File: src/design/swprm_ram.sv
// Generic simple dual-port RAM: one write port, one read port with
// registered read data. No dependencies.
module swprm_ram #(
  parameter int WIDTH = 32,
  parameter int DEPTH = 128
) (
  input  logic                     clk,
  input  logic                     we,
  input  logic [$clog2(DEPTH)-1:0] waddr,
  input  logic [WIDTH-1:0]         wdata,
  input  logic [$clog2(DEPTH)-1:0] raddr,
  output logic [WIDTH-1:0]         rdata
);

  logic [WIDTH-1:0] mem [DEPTH];

  always_ff @(posedge clk) begin
    if (we) begin
      mem[waddr] <= wdata;
    end
    rdata <= mem[raddr];
  end

endmodule

File: config.mk
export PLATFORM = sky130hd
export DESIGN_NAME = swprm_ram
export DESIGN_NICKNAME = d
export VERILOG_FILES = /design/src/design/swprm_ram.sv
export SDC_FILE = /design/constraint.sdc
export NUM_CORES = 2
export LEC_CHECK = 0
export BUFFER_PORTS_ARGS = -buffer_cell sky130_fd_sc_hd__buf_4
export CAP_MARGIN = 10
export CORE_MARGIN = 5
export CORE_UTILIZATION = 67
export DETAILED_ROUTE_END_ITERATION = 7
export HOLD_SLACK_MARGIN = 0.02
export PLACE_DENSITY_LB_ADDON = 0.2
export SLEW_MARGIN = 5
export SYNTH_ARGS = -nofsm -noshare
export SYNTH_HDL_FRONTEND = slang
export SYNTH_SLANG_ARGS = --single-unit
File: constraint.sdc
create_clock -name clk -period 8.1 [get_ports clk]
set_input_delay 1.62 -clock clk [delete_from_list [all_inputs] [get_ports clk]]
set_output_delay 1.62 -clock clk [all_outputs]
set_load 0.02 [all_outputs]
==> results.md <==
- Outcome: finished clean
- Cells after Synth: 5,990
- Clk buf depth: 4
- Ys Warns: 0
- Clock Tree Root: clkbuf_16
- Final hold slack: 0.940 ns
- EDFF count, synth: ~4,100
- First-pass GRT wire length: 591 mm
- Vias in the first global route: 75,497
- Ys async rst share: 0%
- Total GRT Usage: between 30% and 40%
- Share of layout cells above drive strength 1: a little over a third
- Critical Path AT: 5.40 ns
- RSZ-0062 raised after global routing: no
- Synth area leaders: edfxtp_1 (79%), mux4_2 (19%), clkbuf_1 (0.44%), dfxtp_1 (0.41%), nor2_1 (0.29%)
- Tmin final: between 4 and 5 ns
- R2R depth: 4
- Seq/Total Area, Yosys: 79.1%
- Final cycle utilization of the critical path: 55.9%
- Placer Congestion: 0.824
- Dpl hpwl: between 200 and 250 mm
- Max Fclk: 221 MHz
- # resized after CTS: 0
- Measured slew at the worst slew-check pin: 1.39 ns
- CP required: 8.98 ns
- DR DRC count: 0
- Synthesized area: 0.156 sq mm
- Final setup viols: 0
- Via count: 73,957
- Input/output buffers: a little under 80
- I/O Pins: 80
- Syn nets: 6,038
- Worst Hold End: mem[10][16]$_DFFE_PP_
- Total power: 0.0445 W
- Antenna Violating Nets Remaining: 0
- Worst-Skew Late Latency: 1.01 ns
- Core area: around 0.23 sq mm
- Largest net degree at the start of global routing: 121
- First-pass DRT Iterations: 6
- Die Ht: 493 um
- Area grow syn2layout: 12.1%
- Leak: 53.8 nW
- DR iter-0 viols: between 10,000 and 15,000
- Hold depth: 1
- P per Cell Area: 254 mW/mm^2
- RR Startpoint: mem[37][7]$_DFFE_PP_
- Cell Rows: 177
- Post-synthesis sequential element count: 4,128
- Flop2flop setup slack: 5.41 ns
- Drt total wl: 426 mm
- Net count, final: 6,433
- Max-capacitance violation count: 0
- Crit. End Element: flop
- Final hold vios: 0
- Final TNS setup: 0 ns
- Cell area after layout: 0.175 sq mm
- Placement Cell Area: 0.162 sq mm
- Post-synth top area share: 78.7%
- Initial antenna violation count: 60
- Die Wd: 493 um
- Mean Syn Cell Area: 26.1 sq um
- Gr ovfl total: 0
- Clock sink count: 4,128
- Num CTS Buffers: 404
- Post-Route Skew: ~0.047 ns
- Yosys top cell by area: edfxtp_1
- Main synth FF type: edfxtp_1
- Hold crit path type: in -> reg
- Die area: about 0.24 sq mm
- Cell variety after synth: 17
- Min-delay src: wdata[16]
- CP max FO: 95
- Vias per inst: 7.57
- Peak VDD IR: around 0.34 mV
- Worst Setup Path Type: in -> reg
- CTS Hold Bufs: 0
- CTS clock-pin slew for the worst setup and hold paths: 0.07 ns
- Relative slew slack: 7.23%
- FF-to-FF End: rdata[7]$_DFF_P_
- Post-CTS setup buffer count: 0
- Worst Setup Start Kind: input port
- Most common cell in the netlist: edfxtp_1
- H-tree lvl count: 5
- Final Max Slew Viols: 0
- Avg WL per Cell: approximately 44 um
- Synth cell count leaders: edfxtp_1 (4,096), mux4_2 (1,344), clkbuf_1 (182), nor2_1 (122), buf_2 (79)
- CTS tree: done
- Layout fillers: 11,094
- Initial Util: 67.3%
how the worst max path moves through the flow:
| stage | slack (ns) | start | to | depth (start not counted) |
|---|---|---|---|---|
| after floorplan | 3.24 | we | mem[98][0]$_DFFE_PP_ | 3 |
| after global placement | 2.72 | raddr[0] | rdata[15]$_DFF_P_ | 7 |
| after detailed placement | 2.69 | raddr[0] | rdata[17]$_DFF_P_ | 7 |
| after CTS | 3.71 | raddr[0] | rdata[24]$_DFF_P_ | 7 |
| after global routing | 3.46 | raddr[0] | rdata[7]$_DFF_P_ | 6 |
| final | 3.58 | raddr[0] | rdata[7]$_DFF_P_ | 6 |
area by class of cell:
cell class	count	area (sq um)	area share, %
clock inverter	229	2120	1.21
timing repair buffer	305	2620	1.50
multi-input combinational	1546	32300	18.4
sequential	4128	124000	70.6
tap	3043	3810	2.17
clock buffer	490	10600	6.05
antenna	30	75.1	0.0429
kinds of logic after synthesis:
group | count (synthesis) | share of synthesized area, %
flip-flops | 4128 | 79.1
multiplexers | 1376 | 19.6
buffers and inverters | 316 | 0.839
AND/OR/NAND/NOR | 170 | 0.446
per-stage QoR:
step	utilization, %	std cells	setup slack (ns)
final	75.4	9771	3.58
after global routing	75.4	9761	3.46
after CTS	75.4	9741	3.71
after detailed placement	69.9	9022	2.69
after global placement	69.9	9022	2.72
after floorplan	-	5990	3.24
report_power, final:
group	switching (W)	internal (W)
logic	0.00144	0.000867
registers	0.000123	0.0236
clock network	0.00792	0.0105
sequential cells by signal, indices dropped and copies added, names as in the netlist:
| signal | cells |
|---|---|
| rdata | 32 |
| mem | 4096 |
cells in the final DEF (no fill, tap or decap), drive strengths merged:
cell         n
nand2       14
nor2       122
clkbuf     490
mux2        32
clkinv     164
nor2b        7
nand2b       2
bufinv      40
nand4        3
buf        305
inv          8
dfxtp       32
diode       30
nor3         9
nand3       12
mux4      1344
edfxtp    4096
clkinvlp    17
or3          1
worst max-delay path: stages:
cell	delay [ns]
buf_16	0.51
buf_12	0.55
mux4_2	0.65
mux4_2	0.50
mux4_2	0.71
mux2_2	0.37
per-layer routing:
metal	part of all wire (%)	global-route usage (%)	vias to the layer above
li1	-	-	27129
met1	32	49.4	38841
met2	47	54.1	6873
met3	15	11.0	1088
met4	5.5	15.8	26
met5	0.064	0	-
Power figures use the tool's default switching activity.
